$ cat config.mk
export PLATFORM = sky130hd
export DESIGN_NAME = as_path_segment_parser
export DESIGN_NICKNAME = d
export VERILOG_FILES = /design/src/hdl/asp_pkg.sv /design/src/hdl/asp_parser.sv /design/src/hdl/asp_skid.sv /design/src/hdl/as_path_segment_parser.sv
export SDC_FILE = /design/constraint.sdc
export NUM_CORES = 1
export LEC_CHECK = 0
export BUFFER_PORTS_ARGS = -buffer_cell sky130_fd_sc_hd__buf_2
export CAP_MARGIN = 20
export CORE_UTILIZATION = 62
export CTS_BUF_LIST = sky130_fd_sc_hd__clkbuf_8
export CTS_CLUSTER_SIZE = 10
export DETAILED_ROUTE_END_ITERATION = 7
export GPL_TIMING_DRIVEN = 0
export PLACE_DENSITY = 0.83
export SYNTH_ARGS = -nofsm -noshare
export SYNTH_HDL_FRONTEND = slang
export SYNTH_SLANG_ARGS = --single-unit
$ cat constraint.sdc
create_clock -name clk -period 10.44 [get_ports clk]
set_input_delay 0.522 -clock clk [delete_from_list [all_inputs] [get_ports clk]]
set_output_delay 0.522 -clock clk [all_outputs]
set_load 0.005 [all_outputs]
$ cat src/hdl/asp_pkg.sv
package asp_pkg;

  // Input item kinds
  localparam logic KIND_START = 1'b0;
  localparam logic KIND_DATA  = 1'b1;

  // Result event codes
  localparam logic [1:0] EV_ASN    = 2'd0;
  localparam logic [1:0] EV_EMPTY  = 2'd1;
  localparam logic [1:0] EV_BAD    = 2'd2;
  localparam logic [1:0] EV_NOPATH = 2'd3;

  // Packed port widths
  localparam int IN_TDATA_W  = 32;
  localparam int OUT_TDATA_W = 96;

  typedef struct packed {
    logic        kind;
    logic [7:0]  data_byte;
    logic [15:0] value_length;
    logic        four_octet_asn;
  } item_t;

  typedef struct packed {
    logic [1:0]  event_res;
    logic [7:0]  segment_type;
    logic [14:0] segment_number;
    logic [7:0]  asn_position;
    logic [31:0] asn_value;
    logic        last_of_segment;
    logic        last_of_path;
    logic [14:0] total_segments;
    logic [14:0] total_asns;
  } result_t;

endpackage

$ cat src/hdl/asp_parser.sv
module asp_parser
  import asp_pkg::*;
(
  input  logic    clk,
  input  logic    rst,
  input  logic    in_accept,
  input  item_t   item,
  output logic    res_valid,
  output result_t res
);

  localparam logic [1:0] PH_IDLE  = 2'd0;
  localparam logic [1:0] PH_TYPE  = 2'd1;
  localparam logic [1:0] PH_COUNT = 2'd2;
  localparam logic [1:0] PH_ASN   = 2'd3;

  logic [1:0]  phase, phase_next;
  logic [15:0] bytes_left, bytes_left_next;
  logic        wide_asns, wide_asns_next;
  logic [7:0]  current_type, current_type_next;
  logic [7:0]  asns_left, asns_left_next;
  logic [7:0]  asn_index, asn_index_next;
  logic [1:0]  byte_in_asn, byte_in_asn_next;
  logic [31:0] asn_accumulator, asn_accumulator_next;
  logic [14:0] segment_count, segment_count_next;
  logic [14:0] asn_count, asn_count_next;

  logic        emit;
  logic [1:0]  ev;
  logic [14:0] seg_no;
  logic [7:0]  pos;
  logic [31:0] val;
  logic        last_seg;
  logic        last_path;

  logic [15:0] bytes_dec;
  logic [15:0] list_bytes;
  logic [1:0]  last_byte;
  logic [31:0] acc_shift;
  logic        seg_end;
  logic        path_end;

  assign bytes_dec  = bytes_left - 16'd1;
  assign list_bytes = wide_asns ? {6'd0, item.data_byte, 2'b00}
                                : {7'd0, item.data_byte, 1'b0};
  assign last_byte  = wide_asns ? 2'd3 : 2'd1;
  assign acc_shift  = {asn_accumulator[23:0], item.data_byte};
  assign seg_end    = (asns_left == 8'd1);
  assign path_end   = seg_end && (bytes_dec == 16'd0);

  // Next state and result for the item at the input
  always_comb begin
    phase_next           = phase;
    bytes_left_next      = bytes_left;
    wide_asns_next       = wide_asns;
    current_type_next    = current_type;
    asns_left_next       = asns_left;
    asn_index_next       = asn_index;
    byte_in_asn_next     = byte_in_asn;
    asn_accumulator_next = asn_accumulator;
    segment_count_next   = segment_count;
    asn_count_next       = asn_count;
    emit      = 1'b0;
    ev        = EV_ASN;
    seg_no    = 15'd0;
    pos       = 8'd0;
    val       = 32'd0;
    last_seg  = 1'b0;
    last_path = 1'b0;

    if (item.kind == KIND_START) begin
      // Open a new attribute, abandoning any current one
      bytes_left_next      = item.value_length;
      wide_asns_next       = item.four_octet_asn;
      current_type_next    = 8'd0;
      asns_left_next       = 8'd0;
      asn_index_next       = 8'd0;
      byte_in_asn_next     = 2'd0;
      asn_accumulator_next = 32'd0;
      segment_count_next   = 15'd0;
      asn_count_next       = 15'd0;
      if (item.value_length == 16'd0) begin
        phase_next = PH_IDLE;
        emit       = 1'b1;
        ev         = EV_NOPATH;
        last_path  = 1'b1;
      end else begin
        phase_next = PH_TYPE;
      end
    end else begin
      unique case (phase)
        PH_IDLE: begin
          // drop the byte
        end
        PH_TYPE: begin
          current_type_next = item.data_byte;
          bytes_left_next   = bytes_dec;
          if (bytes_dec == 16'd0) begin
            // header runs past the end
            phase_next = PH_IDLE;
            emit       = 1'b1;
            ev         = EV_BAD;
            seg_no     = segment_count;
            last_path  = 1'b1;
          end else begin
            phase_next = PH_COUNT;
          end
        end
        PH_COUNT: begin
          bytes_left_next = bytes_dec;
          if (list_bytes > bytes_dec) begin
            // ASN list runs past the end
            phase_next = PH_IDLE;
            emit       = 1'b1;
            ev         = EV_BAD;
            seg_no     = segment_count;
            last_path  = 1'b1;
          end else begin
            segment_count_next = segment_count + 15'd1;
            if (item.data_byte == 8'd0) begin
              phase_next = (bytes_dec == 16'd0) ? PH_IDLE : PH_TYPE;
              emit       = 1'b1;
              ev         = EV_EMPTY;
              seg_no     = segment_count;
              last_seg   = 1'b1;
              last_path  = (bytes_dec == 16'd0);
            end else begin
              asns_left_next       = item.data_byte;
              asn_index_next       = 8'd0;
              byte_in_asn_next     = 2'd0;
              asn_accumulator_next = 32'd0;
              phase_next           = PH_ASN;
            end
          end
        end
        PH_ASN: begin
          bytes_left_next = bytes_dec;
          if (byte_in_asn != last_byte) begin
            byte_in_asn_next     = byte_in_asn + 2'd1;
            asn_accumulator_next = acc_shift;
          end else begin
            // ASN complete
            asn_count_next       = asn_count + 15'd1;
            asns_left_next       = asns_left - 8'd1;
            asn_index_next       = asn_index + 8'd1;
            byte_in_asn_next     = 2'd0;
            asn_accumulator_next = 32'd0;
            if (seg_end) begin
              phase_next = path_end ? PH_IDLE : PH_TYPE;
            end
            emit      = 1'b1;
            ev        = EV_ASN;
            seg_no    = segment_count - 15'd1;
            pos       = asn_index;
            val       = acc_shift;
            last_seg  = seg_end;
            last_path = path_end;
          end
        end
        default: begin
          phase_next = PH_IDLE;
        end
      endcase
    end
  end

  // Result fields that read the updated path state
  always_comb begin
    res.event_res       = ev;
    res.segment_type    = current_type_next;
    res.segment_number  = seg_no;
    res.asn_position    = pos;
    res.asn_value       = val;
    res.last_of_segment = last_seg;
    res.last_of_path    = last_path;
    res.total_segments  = segment_count_next;
    res.total_asns      = asn_count_next;
  end

  assign res_valid = in_accept && emit;

  // Advance path state on each accepted transaction
  always_ff @(posedge clk) begin
    if (rst) begin
      phase           <= PH_IDLE;
      bytes_left      <= 16'd0;
      wide_asns       <= 1'b0;
      current_type    <= 8'd0;
      asns_left       <= 8'd0;
      asn_index       <= 8'd0;
      byte_in_asn     <= 2'd0;
      asn_accumulator <= 32'd0;
      segment_count   <= 15'd0;
      asn_count       <= 15'd0;
    end else if (in_accept) begin
      phase           <= phase_next;
      bytes_left      <= bytes_left_next;
      wide_asns       <= wide_asns_next;
      current_type    <= current_type_next;
      asns_left       <= asns_left_next;
      asn_index       <= asn_index_next;
      byte_in_asn     <= byte_in_asn_next;
      asn_accumulator <= asn_accumulator_next;
      segment_count   <= segment_count_next;
      asn_count       <= asn_count_next;
    end
  end

  a_nopath: assert property (@(posedge clk) disable iff (rst)
    in_accept && item.kind == KIND_START && item.value_length == 16'd0
      |-> res_valid && res.event_res == EV_NOPATH && res.last_of_path)
    else $error("zero length start gave no empty path result");

  a_asn_pending: assert property (@(posedge clk) disable iff (rst)
    phase == PH_ASN |-> asns_left != 8'd0)
    else $error("collecting ASNs with none left in segment");

  a_bad_idle: assert property (@(posedge clk) disable iff (rst)
    res_valid && res.event_res == EV_BAD |=> phase == PH_IDLE)
    else $error("parser not idle after malformed result");

  a_narrow_bytes: assert property (@(posedge clk) disable iff (rst)
    phase == PH_ASN && !wide_asns |-> byte_in_asn <= 2'd1)
    else $error("byte index beyond two-octet ASN");

endmodule

$ cat src/hdl/asp_skid.sv
module asp_skid
  import asp_pkg::*;
(
  input  logic    clk,
  input  logic    rst,
  input  logic    in_valid,
  input  result_t in_data,
  output logic    in_ready,
  output logic    out_valid,
  output result_t out_data,
  input  logic    out_ready
);

  logic    skid_valid;
  result_t skid_data;
  logic    load_out;

  assign in_ready = !skid_valid;
  assign load_out = out_ready || !out_valid;

  // Track occupancy of output and skid slots
  always_ff @(posedge clk) begin
    if (rst) begin
      out_valid  <= 1'b0;
      skid_valid <= 1'b0;
    end else if (load_out) begin
      out_valid  <= skid_valid || in_valid;
      skid_valid <= 1'b0;
    end else if (in_valid && in_ready) begin
      skid_valid <= 1'b1;
    end
  end

  // Move payload: refill output from skid first, else hold a stalled arrival
  always_ff @(posedge clk) begin
    if (load_out) begin
      out_data <= skid_valid ? skid_data : in_data;
    end else if (in_valid && in_ready) begin
      skid_data <= in_data;
    end
  end

endmodule

$ cat src/hdl/as_path_segment_parser.sv
// AS path attribute parser, one attribute value byte per transaction.
//
// Input stream: s_axis_tuser selects the kind of item (0 start, 1 data byte).
// A start carries the value length and the ASN width; data bytes follow.
// Output stream: one result per completed ASN, empty segment, malformed
// header or list, or empty path. m_axis_tuser holds the event code and
// m_axis_tlast marks the final result of the attribute.
//
// A result is registered in the output or skid slot when the byte that
// completes it is accepted. Throughput: one byte per cycle while
// s_axis_tready is high, with a single registered path state step per byte.
//
// Reset clears the path state (the parser drops bytes until a start) and
// empties the output stage. When the receiver stalls, a two-slot output
// stage holds up to two results; s_axis_tready falls only when both are full,
// and it is driven from a register.
module as_path_segment_parser
  import asp_pkg::*;
(
  input  logic                   clk,
  input  logic                   rst,
  input  logic                   s_axis_tvalid,
  output logic                   s_axis_tready,
  // [7:0] data_byte, [23:8] value_length, [24] four_octet_asn, zero fill above
  input  logic [IN_TDATA_W-1:0]  s_axis_tdata,
  // [0] kind
  input  logic                   s_axis_tuser,
  output logic                   m_axis_tvalid,
  input  logic                   m_axis_tready,
  // [7:0] segment_type, [22:8] segment_number, [30:23] asn_position,
  // [62:31] asn_value, [63] last_of_segment, [78:64] total_segments,
  // [93:79] total_asns, zero fill above
  output logic [OUT_TDATA_W-1:0] m_axis_tdata,
  // [1:0] event_res
  output logic [1:0]             m_axis_tuser,
  // last_of_path
  output logic                   m_axis_tlast
);

  item_t   item;
  logic    in_accept;
  logic    res_valid;
  result_t res;
  result_t out_res;

  // Unpack the input transaction
  assign item.kind           = s_axis_tuser;
  assign item.data_byte      = s_axis_tdata[7:0];
  assign item.value_length   = s_axis_tdata[23:8];
  assign item.four_octet_asn = s_axis_tdata[24];

  assign in_accept = s_axis_tvalid && s_axis_tready;

  asp_parser u_parser (
    .clk       (clk),
    .rst       (rst),
    .in_accept (in_accept),
    .item      (item),
    .res_valid (res_valid),
    .res       (res)
  );

  asp_skid u_skid (
    .clk       (clk),
    .rst       (rst),
    .in_valid  (res_valid),
    .in_data   (res),
    .in_ready  (s_axis_tready),
    .out_valid (m_axis_tvalid),
    .out_data  (out_res),
    .out_ready (m_axis_tready)
  );

  // Pack the output transaction
  assign m_axis_tdata = {2'b00,
                         out_res.total_asns,
                         out_res.total_segments,
                         out_res.last_of_segment,
                         out_res.asn_value,
                         out_res.asn_position,
                         out_res.segment_number,
                         out_res.segment_type};
  assign m_axis_tuser = out_res.event_res;
  assign m_axis_tlast = out_res.last_of_path;

endmodule

==> results.ini <==
[cells_and_area]
stdcell_count=1888
syn2layout_area_growth_pct=14.22
fillerInstances=1605
drive_gt1_share_pct=17.47
fin_nets=1623
mostFrequentLayoutCells=edfxtp_1 (194), nand2_1 (162), buf_2 (132)
diodes=0
layout_commonest_cell=edfxtp_1
fin_util_pct=71.99

[placement]
hpwl_um=25870
port_buffers=127
pre_cts_ws_ns=5.557
dp.cells=1804
gp_congestion=0.9581

[power_and_ir_drop]
power_density_nw_per_um2=151.4
cellLeakagePower_nw=6.475
total_power_w=0.002460
ir_worst_vdd_mv=0.1088

[worst_setup_path]
cp.required_ns=10.73
critPathCaptureType=flip-flop
worstSetupStartpointType=flip-flop
worstPathMaxFanout=10
cp.arrival_ns=5.30
path_class=reg2reg

[clocking]
root_buffer=clkbuf_8
postCtsHoldBufs=0
clock_latency_ns=0.58
cts.sink_count=295
clkSlewWorstSetupHoldPaths_ns=0.07
post_cts_buffers=0
ctsResizeCount=0
htree_levels=2
cts_buffer_depth=3
cts_buffers=45
cts_tree=yes

[routing]
drt_first_iter_violations=1432
wl_per_cell_um=19.69
first_pass_iters=8
vias=11880
drt_wl_total_um=37180
drc_errors=0
route.antenna.remaining_nets=0
viasPerCell=6.293

[floorplanning]
io_pins=138
dieArea_sq_um=23550
coreArea_sq_um=22570
start_util_pct=63.03
num_rows=55
die_h_um=153.5
die_width_um=153.5

[sta]
layout_setup_ws_ns=5.423
rsz0062_at_grt=false
slew_viol_final=0
tightest_slew_ns=0.9779
finalSetupViolations=0
hold_viol=0
max_slew_margin_pct=34.42
period_share_pct=48.05
period_needed_ns=5.017
fin_skew_ns=0.02502
fmax_mhz=199.3

[synthesis]
synth_area_sq_um=14230
synth_top_area_share_pct=40.95
synthTopCellsByArea=edfxtp_1 (41%), dfxtp_1 (14%), mux2_2 (4.4%)
ys_seq_area_share_pct=55.16
synth.distinct_cells=73
ys_ff_latch=295
synth_ff_type=edfxtp_1
ys.warnings.count=0
synth.avg_cell_area_sq_um=10.26
synth_top_area_cell=edfxtp_1
synth_cells=1387
synth_edf_count=194
async_flop_share_pct=0

[grt]
grt_pass1_vias=11080
grt.total_usage_pct=31.33
grt_start_max_net_pins=54
antenna_found_initial=0
grt_overflow=0
grt_pass1_wl_um=57870

[status]
status=completed

[flow_run]
max-cap-violations=0

[hold_path]
hold_class=in2reg

==> worst max-delay path: stages (launching register included) <==
cell	delay (ns)
dfxtp_1	0.38
inv_1	0.12
ha_1	0.26
or4b_2	0.65
nor2_1	0.35
nor2b_1	0.16
ha_1	0.23
nor3_1	0.17
o21ai_0	0.11
a211oi_1	0.78
nor3_1	0.19
o31ai_1	0.37
buf_2	0.32
buf_1	0.45
a31oi_1	0.18
==> report_power, final <==
| group | internal, W | switching [W] |
|---|---|---|
| clock | 0.000508 | 0.000459 |
| sequential | 0.00125 | 0.0000119 |
| combinational | 0.0000789 | 0.000153 |
==> sequential cells by signal (all words and copies together) (netlist names), 2 cells and up <==
signal / cells
u_parser.segment_count: 15
u_parser.current_type: 8
u_skid.skid_data: 97
u_parser.asn_count: 15
u_parser.asn_index: 8
u_parser.asns_left: 8
u_parser.phase: 2
u_parser.byte_in_asn: 2
u_parser.asn_accumulator: 24
u_parser.bytes_left: 16
u_skid.out_data: 97
==> per-stage QoR <==
step	hold WS (ns)	TNS, ns	instance area (sq um)
6_report	0.2459	0	16250
5_1_grt	0.2457	0	16250
4_1_cts	0.2243	0	16250
3_5_place_dp	0.4415	0	15320
3_3_place_gp	0.4399	-206.03	15220
2_1_floorplan	0.4274	0	14230
==> logic make-up after synthesis <==
group	after synthesis	synth area share, %
xor gates and xnor gates	40	2.463
and+or+nand+nor	537	18.36
buffers and inverters	138	3.896
muxes	73	5.620
adders and majority gates	20	1.759
other	1	0.02636
AOI/OAI and AO/OA	283	12.72
DFF	295	55.16
==> synth_stat cells (3+ instances only) <==
library cell / count
mux2_2: 55
a21oi_1: 97
nand2_1: 162
edfxtp_1: 194
buf_2: 5
and2_1: 16
a221o_1: 5
a31oi_1: 15
nor4_1: 13
a221oi_1: 3
nor2b_1: 5
and4_1: 4
or4_1: 9
nand2b_1: 7
ha_1: 20
o31ai_1: 35
nand3b_1: 3
nand4b_1: 3
buf_4: 4
or3_1: 17
clkbuf_1: 87
o2111ai_1: 5
o21ai_0: 54
a21o_1: 11
a22o_1: 3
nand3_1: 55
and3_1: 53
xnor2_1: 27
dfxtp_1: 101
nand4_1: 13
nor3_1: 36
o22ai_1: 7
a311oi_1: 4
xor2_1: 13
o21a_1: 7
a22oi_1: 4
a31o_2: 3
mux2i_1: 18
a211oi_1: 8
nor2_1: 126
inv_1: 27
buf_1: 12
==> layer usage <==
layer | GRT usage [%] | part of all wire (%) | up-vias
met1 | 43.84 | 41 | 5600
met4 | 12.48 | 3.3 | 0
met2 | 47.92 | 45 | 743
met3 | 6.549 | 10 | 105
li1 | - | - | 5434
met5 | 0 | 0 | -
==> final timing paths <==
kind | endpoint | startpoint | cells past startpoint | slack, ns
worst max-delay path | u_skid.skid_data[79] | u_parser.bytes_left[0] | 14 | 5.42
worst min register to register | u_parser.asn_accumulator[22] | u_parser.asn_accumulator[22] | 2 | 0.45
worst max register to register | u_skid.skid_data[79] | u_parser.bytes_left[0] | 14 | 5.42
worst min-delay path | u_parser.bytes_left[0] | s_axis_tdata[8] | 3 | 0.25
==> cell type report <==
class | instances | area, sq um | share of cell area [%]
Sequential cell | 295 | 7848 | 48.29
Multi-Input combinational cell | 955 | 5843 | 35.96
Clock inverter | 29 | 167.7 | 1.032
Buffer | 110 | 449.2 | 2.764
Timing Repair Buffer | 131 | 723.2 | 4.451
Inverter | 28 | 105.1 | 0.6468
Tap cell | 285 | 356.6 | 2.195
Clock buffer | 55 | 757.0 | 4.659
No activity file was read; power rests on OpenSTA's default activity.
